### config.mk
export PLATFORM = sky130hd
export DESIGN_NAME = gqi_ctrl
export DESIGN_NICKNAME = d
export VERILOG_FILES = /design/src/gqi_pkg.sv /design/src/gqi_ctrl.sv
export SDC_FILE = /design/constraint.sdc
export NUM_CORES = 1
export LEC_CHECK = 0
export ABC_CLOCK_PERIOD_IN_PS = 5000
export BUFFER_PORTS_ARGS = -buffer_cell sky130_fd_sc_hd__clkbuf_2
export CORE_ASPECT_RATIO = 1.75
export CORE_UTILIZATION = 26
export DETAILED_ROUTE_END_ITERATION = 8
export GPL_ROUTABILITY_DRIVEN = 0
export PLACE_DENSITY = 0.45
export SYNTH_ARGS = -nofsm -noshare
export SYNTH_HDL_FRONTEND = slang
export SYNTH_SLANG_ARGS = --single-unit
export TNS_END_PERCENT = 100
### constraint.sdc
create_clock -name clk_i -period 5 [get_ports clk_i]
set_clock_uncertainty 0.05 [all_clocks]
set_input_delay 0.5 -clock clk_i [delete_from_list [all_inputs] [get_ports clk_i]]
set_output_delay 0.5 -clock clk_i [all_outputs]
set_load 0.01 [all_outputs]
### src/gqi_pkg.sv
// Shared types, datapath command codes and product table for the gyro
// quaternion integrator. No dependencies.
package gqi_pkg;

  localparam int unsigned GyroW  = 16;
  localparam int unsigned QuatW  = 32;
  localparam int unsigned ScaleW = 32;
  localparam int unsigned AccW   = 36;  // updated component before normalization
  localparam int unsigned MagW   = 35;
  localparam int unsigned MulW   = 33;
  localparam int unsigned ProdW  = 2 * MulW;

  localparam logic [ScaleW-1:0] ScaleReset = 32'd183;
  localparam logic [QuatW-1:0]  QuatOne    = 32'h4000_0000;

  typedef enum logic [4:0] {
    DP_NOP,
    DP_LOAD,
    DP_RATE_MUL,
    DP_RATE_ACC,
    DP_PROD_MUL,
    DP_PROD_ACC,
    DP_MAG,
    DP_SHR,
    DP_SHL,
    DP_IDENT,
    DP_SQ_MUL,
    DP_SQ_ACC,
    DP_SQRT_INIT,
    DP_SQRT_STEP,
    DP_DIV_INIT,
    DP_DIV_STEP,
    DP_DIV_DONE,
    DP_OUT
  } dp_op_e;

  typedef struct packed {
    dp_op_e     op;
    logic [3:0] idx;
  } dp_cmd_t;

  typedef struct packed {
    logic zero;   // all updated components are zero
    logic big;    // largest magnitude at or above 2^31
    logic low;    // largest magnitude below 2^30
  } dp_stat_t;

  // One term of the quaternion product: c[k] +/- round(q[j] * a[i]).
  typedef struct packed {
    logic [1:0] k;
    logic [1:0] j;
    logic [1:0] i;
    logic       sub;
  } prod_term_t;

  function automatic prod_term_t prod_term(input logic [3:0] t);
    prod_term_t r;
    case (t)
      4'd0:    r = '{k: 2'd0, j: 2'd1, i: 2'd0, sub: 1'b1};
      4'd1:    r = '{k: 2'd0, j: 2'd2, i: 2'd1, sub: 1'b1};
      4'd2:    r = '{k: 2'd0, j: 2'd3, i: 2'd2, sub: 1'b1};
      4'd3:    r = '{k: 2'd1, j: 2'd0, i: 2'd0, sub: 1'b0};
      4'd4:    r = '{k: 2'd1, j: 2'd2, i: 2'd2, sub: 1'b1};
      4'd5:    r = '{k: 2'd1, j: 2'd3, i: 2'd1, sub: 1'b0};
      4'd6:    r = '{k: 2'd2, j: 2'd0, i: 2'd1, sub: 1'b0};
      4'd7:    r = '{k: 2'd2, j: 2'd1, i: 2'd2, sub: 1'b0};
      4'd8:    r = '{k: 2'd2, j: 2'd3, i: 2'd0, sub: 1'b1};
      4'd9:    r = '{k: 2'd3, j: 2'd0, i: 2'd2, sub: 1'b0};
      4'd10:   r = '{k: 2'd3, j: 2'd1, i: 2'd1, sub: 1'b1};
      4'd11:   r = '{k: 2'd3, j: 2'd2, i: 2'd0, sub: 1'b0};
      default: r = '{k: 2'd0, j: 2'd0, i: 2'd0, sub: 1'b0};
    endcase
    return r;
  endfunction

endpackage

### src/gqi_ctrl.sv
// Sequencer for the gyro quaternion integrator: steps the datapath through
// rate, product, normalize, square root and divide phases. Uses gqi_pkg.
module gqi_ctrl import gqi_pkg::*; (
  input  logic     clk_i,
  input  logic     rst_ni,
  input  logic     in_valid_i,
  output logic     in_ready_o,
  input  logic     out_ready_i,
  output logic     out_valid_o,
  input  dp_stat_t stat_i,
  output dp_cmd_t  cmd_o
);

  typedef enum logic [8:0] {
    S_IDLE  = 9'b000000001,
    S_RATE  = 9'b000000010,
    S_PROD  = 9'b000000100,
    S_MAG   = 9'b000001000,
    S_SHIFT = 9'b000010000,
    S_SQ    = 9'b000100000,
    S_SQRT  = 9'b001000000,
    S_DIV   = 9'b010000000,
    S_OUT   = 9'b100000000
  } state_e;

  state_e     state_q, state_d;
  logic [5:0] step_q, step_d;
  logic [1:0] idx_q, idx_d;
  logic       out_valid_q, out_valid_d;

  assign in_ready_o  = (state_q == S_IDLE);
  assign out_valid_o = out_valid_q;

  always_comb begin
    state_d     = state_q;
    step_d      = step_q;
    idx_d       = idx_q;
    out_valid_d = out_valid_q;
    cmd_o       = '{op: DP_NOP, idx: 4'd0};
    if (out_valid_q && out_ready_i) begin
      out_valid_d = 1'b0;
    end
    case (state_q)
      S_IDLE: begin
        if (in_valid_i) begin
          cmd_o.op = DP_LOAD;
          step_d   = '0;
          state_d  = S_RATE;
        end
      end
      S_RATE: begin
        cmd_o.op  = step_q[0] ? DP_RATE_ACC : DP_RATE_MUL;
        cmd_o.idx = {2'b00, step_q[2:1]};
        step_d    = step_q + 6'd1;
        if (step_q == 6'd5) begin
          step_d  = '0;
          state_d = S_PROD;
        end
      end
      S_PROD: begin
        cmd_o.op  = step_q[0] ? DP_PROD_ACC : DP_PROD_MUL;
        cmd_o.idx = step_q[4:1];
        step_d    = step_q + 6'd1;
        if (step_q == 6'd23) begin
          state_d = S_MAG;
        end
      end
      S_MAG: begin
        cmd_o.op = DP_MAG;
        state_d  = S_SHIFT;
      end
      S_SHIFT: begin
        if (stat_i.zero) begin
          cmd_o.op = DP_IDENT;
          state_d  = S_OUT;
        end else if (stat_i.big) begin
          cmd_o.op = DP_SHR;
        end else if (stat_i.low) begin
          cmd_o.op = DP_SHL;
        end else begin
          step_d  = '0;
          state_d = S_SQ;
        end
      end
      S_SQ: begin
        cmd_o.op  = step_q[0] ? DP_SQ_ACC : DP_SQ_MUL;
        cmd_o.idx = {2'b00, step_q[2:1]};
        step_d    = step_q + 6'd1;
        if (step_q == 6'd7) begin
          step_d  = '0;
          state_d = S_SQRT;
        end
      end
      S_SQRT: begin
        cmd_o.op = (step_q == 6'd0) ? DP_SQRT_INIT : DP_SQRT_STEP;
        step_d   = step_q + 6'd1;
        if (step_q == 6'd32) begin
          step_d  = '0;
          idx_d   = '0;
          state_d = S_DIV;
        end
      end
      S_DIV: begin
        cmd_o.idx = {2'b00, idx_q};
        step_d    = step_q + 6'd1;
        if (step_q == 6'd0) begin
          cmd_o.op = DP_DIV_INIT;
        end else if (step_q == 6'd33) begin
          cmd_o.op = DP_DIV_DONE;
          step_d   = '0;
          idx_d    = idx_q + 2'd1;
          if (idx_q == 2'd3) begin
            state_d = S_OUT;
          end
        end else begin
          cmd_o.op = DP_DIV_STEP;
        end
      end
      S_OUT: begin
        if (!out_valid_q || out_ready_i) begin
          cmd_o.op    = DP_OUT;
          out_valid_d = 1'b1;
          state_d     = S_IDLE;
        end
      end
      default: state_d = S_IDLE;
    endcase
  end

  always_ff @(posedge clk_i or negedge rst_ni) begin
    if (!rst_ni) begin
      state_q     <= S_IDLE;
      step_q      <= '0;
      idx_q       <= '0;
      out_valid_q <= 1'b0;
    end else begin
      state_q     <= state_d;
      step_q      <= step_d;
      idx_q       <= idx_d;
      out_valid_q <= out_valid_d;
    end
  end

endmodule

### After elaboration in Yosys (flattened, before gate mapping)

Index checks and enable logic that the tools add are counted.

* word-level logic and storage cells: 88
* input port bits: 7
* output and inout bits: 11
* register bits after elaboration: 18

* eq/ne operators: 29
* reduce and logical (&&, ||, !) cells: 10
* add/subtract/negate cells: 2
* multiplexer cells: 43

Operators with widths (count)
* two-way mux 9 bit: 12
* case mux 9 bit (9 select lines): 1
* two-way mux 6 bit: 9
* case mux 5 bit (9 select lines): 1
* case mux 6 bit (7 select lines): 1
* != test 2 bit (second input constant): 12
* two-way mux 5 bit: 3
* equality test 6 x 3 -> 1 bit (second input constant): 2
* equality test 6 bit (second input constant): 2
* two-way mux 4 bit: 3
* case mux 4 bit (3 select lines): 1
* AND reduction 11 bit: 1
* equality test 9 x 1 -> 1 bit (second input constant): 1
* equality test 9 x 2 -> 1 bit (second input constant): 1
* equality test 9 x 3 -> 1 bit (second input constant): 1
* equality test 9 x 4 -> 1 bit (second input constant): 1
* equality test 9 x 5 -> 1 bit (second input constant): 1
* equality test 9 x 6 -> 1 bit (second input constant): 1
* equality test 9 x 7 -> 1 bit (second input constant): 1
* equality test 9 x 8 -> 1 bit (second input constant): 1
* equality test 9 bit (second input constant): 1
* two-way mux 1 bit: 8
* nonzero test 7 bit: 1
* adder 6 x 1 -> 6 bit (second input constant): 1
* 14 further kinds: 17

### Longest topological paths before layout

* word-level depth: 5
* gate-level depth with buffers: 7
* mapped depth without buffers: 6

### Worst setup path after synthesis

Ideal clock, no wire load.

* kind: reg-to-output
* start: reg state_q[4]
* end: out cmd_o[4] (netlist name)
* stages on the path, launching flop included: 7
* required time: 4.450 ns
* slack: 2.718 ns
* path buffers: 1
* data arrival time: 1.732 ns
* path through: dfrtp_1 > buf_2 > or4_4 > nor4_2 > nand2_1 > o211ai_1 > a211o_1

RTL lines
* start: declaration: RTL line gqi_ctrl.sv:26 `state_e state_q, state_d;`
* start signal: assignment: RTL line gqi_ctrl.sv:137 `state_q <= state_d;`
* end: declaration: RTL line gqi_ctrl.sv:11 `output dp_cmd_t cmd_o`

==> results.txt <==
Vias in the first global route - 1340
First-pass DRT Iterations - 4
Count of buffers from port buffering - 17
Fill cells - 595
Finished Layout Cells - 251
Final setup violation count - 0
Hold crit path type - in2async
FP Rows - 35
Area Overhead vs Synth - 12.5%
Remaining DRCs - 0
Combined area of the multi-input logic cells - 923 um^2
Global route overflow - 0
Nets - 189
Max-cap check violation count - 0
Setup bufs post-CTS - 0
Arrival @ worst endpoint - 2.39 ns
Die area - 0.00590 mm^2
Hold Violations, Final - 0
Pin count of the biggest net entering global routing - 19
Syn nets - 177
CP Max Fanout - 8
CTS max path bufs - 2
H-Tree Depth - 1
Share of flip-flops with an asynchronous set or reset - 100%
Req. time, crit path - 4.45 ns
Layout cells sized above 1 - 19.2%
Maximum VDD drop - 0.210 mV
Seq/Total Area, Yosys - 31.1%
TNS Setup - 0 ns
RSZ-0062 raised after global routing - no
# IOs - 18
First-pass GRT wire length - 7100 um
Post-DR vias/cell - 5.49
Reg clk slew, reported paths - 0.07 ns
Actual slew at the worst max-slew pin - 0.890 ns
Ranking of synthesized cells by area - dfrtp_1 29%, ha_1 3.4%, nand2b_1 3.4%
P_sw - 0.000303 W
Internal power - 0.000369 W
Synthesis Warnings - 0
Core area - 0.00534 mm^2
Clk network pwr share - 18.5%
GRT Util Overall - 16.3%
Initial DRC Count - 70
Max Fclk - 340 MHz
Cell area after synthesis - 0.00145 mm^2
Post-synth EDFFs - 0
DRT antenna net count - 0
Post-CTS Resized - 0
Power Density - 411 mW/mm^2
Synth Instances - 166
Wire per inst - 17.8 um
Nature of the critical path endpoint - output port
Sw Share - 45.1%
Final hold slack - 0.144 ns
Initial core utilization - 27.2%
Worst setup SP type - register
Part of the power in registers - 32.5%
Leak - 0.711 nW
Top FF cell, synth - dfrtp_1
CTS tree - yes
Comb pwr share - 49.0%
Routed WL - 4460 um
Register area - 452 um^2
Sink Count - 18
Hold_buf cts - 0
Final period util - 58.7%
Inserted Diodes - 0
Die Width - 58.5 um
Distinct cells, synth - 56
Outcome - finished clean
Post-synth top area share - 29.3%
Yosys top cell by area - dfrtp_1
Clk Latency, worst-skew pair - 0.26 ns
Num CTS Buffers - 3
Final HPWL DP - 3540 um
Slew HR - 40.1%
Number of antenna violations at the first check in global routing - 0
Post-Place Cells - 247
Tmin final - 2.94 ns
Share of the core filled with cells - 30.6%
Via count - 1377
Seq cells post-synth - 18
CTS root buf - clkbuf_8
Final slew viol count - 0
DIE HEIGHT - 101 um
CP Class - reg2out
Mean Syn Cell Area - 8.75 um^2
-- cells in the final DEF (no fill, tap or decap), types with 2 or more instances in the layout --
cell type	count
dfrtp_1	17
clkbuf_2	17
nor2_1	11
nand2_1	9
nand2b_1	8
nand3_1	8
inv_1	7
nor3_1	7
or3_1	5
a21oi_1	4
a22o_1	4
nor2b_1	4
o211ai_1	4
o21bai_1	4
ha_1	4
clkbuf_8	4
nor4_1	3
nand4_1	3
xor2_1	3
a31oi_1	3
nor4_2	3
and2_1	3
a21o_1	3
nand3b_1	2
a32oi_1	2
o21ai_1	2
a211o_1	2
nand4b_1	2
a221o_1	2
a311oi_1	2
-- routing by layer --
metal | vias to the layer above | track usage [%] | part of all wire, %
li1 | 657 | - | -
met5 | - | 0 | 0
met3 | 13 | 2.18 | 4.5
met4 | 0 | 7.51 | 3.0
met2 | 41 | 30.6 | 56
met1 | 666 | 17.4 | 37
-- through the flow --
stage,total power [W],cell area [um^2],setup WS [ns]
after detailed placement,0.000548,1580,2.35
after CTS,0.000676,1630,2.07
after floorplan,0.000453,1450,2.72
after global placement,0.000550,1580,2.30
final,0.000672,1630,2.06
after global routing,0.000718,1630,1.91
-- sequential cells by signal, summed over array words and instances (netlist names) --
signal / cells
out_valid_o: 1
step_q: 6
state_q: 9
idx_q: 2
-- power by group through the flow --
stage	clock network, W	logic (W)	registers, W
floorplan	0	0.000265	0.000187
global placement	0	0.000327	0.000222
detailed placement	0	0.000326	0.000221
CTS	0.000130	0.000328	0.000218
global route	0.000137	0.000358	0.000224
finish	0.000124	0.000329	0.000218
-- critical path, cell delays in order (launching register included) --
cell	delay, ns
dfrtp_1	0.46
or4_4	0.61
nor4_2	0.43
nand2_1	0.22
o211ai_1	0.15
a211o_1	0.13
clkbuf_2	0.12
-- final cells by class --
class / instances / share of cell area, %
multi-input cells: 131 / 56.5
flip-flops and latches: 18 / 27.6
well taps: 74 / 5.67
repair buffers: 17 / 5.21
clock buffers: 4 / 3.37
inverters: 7 / 1.61
-- cell usage after synthesis, drive strengths merged (2+ instances only) --
cell     instances
a2111oi          3
a211o            2
a21o             3
a21oi            4
a221o            2
a22o             4
a311oi           2
a31oi            3
a32oi            2
and2             3
buf              6
clkbuf           4
dfrtp           17
ha               4
inv              7
nand2            9
nand2b           8
nand3            8
nand3b           2
nand4            4
nand4b           2
nor2            11
nor2b            4
nor3             8
nor4             6
o211ai           4
o21ai            4
o21bai           4
or3              6
or3b             2
xor2             3
-- path summary, 6_finish.rpt --
path | end | start | slack, ns | cells after the start
hold / removal | state_q[3] | rst_ni | 0.14 | 1
setup / recovery | cmd_o[4] | state_q[5] | 2.06 | 6
hold reg to reg | idx_q[1] | idx_q[1] | 0.49 | 1
min in group clk_i | state_q[1] | in_valid_i | 0.46 | 3
setup reg to reg | step_q[3] | state_q[1] | 2.60 | 4
max in group asynchronous | state_q[0] | rst_ni | 4.40 | 1
-- kinds of logic (layout without fill, tap and decap cells) --
logic type	Yosys count	after routing	share of synthesized area, %
and+or+nand+nor	78	78	32.8
AOI/OAI and AO/OA	44	44	24.0
DFF	18	18	31.1
buffers and inverters	17	28	5.34
adders and majority gates	4	4	3.45
xor gates and xnor gates	3	3	1.81
muxes	2	2	1.46
Note: power is estimated with default switching activity, not from simulation.
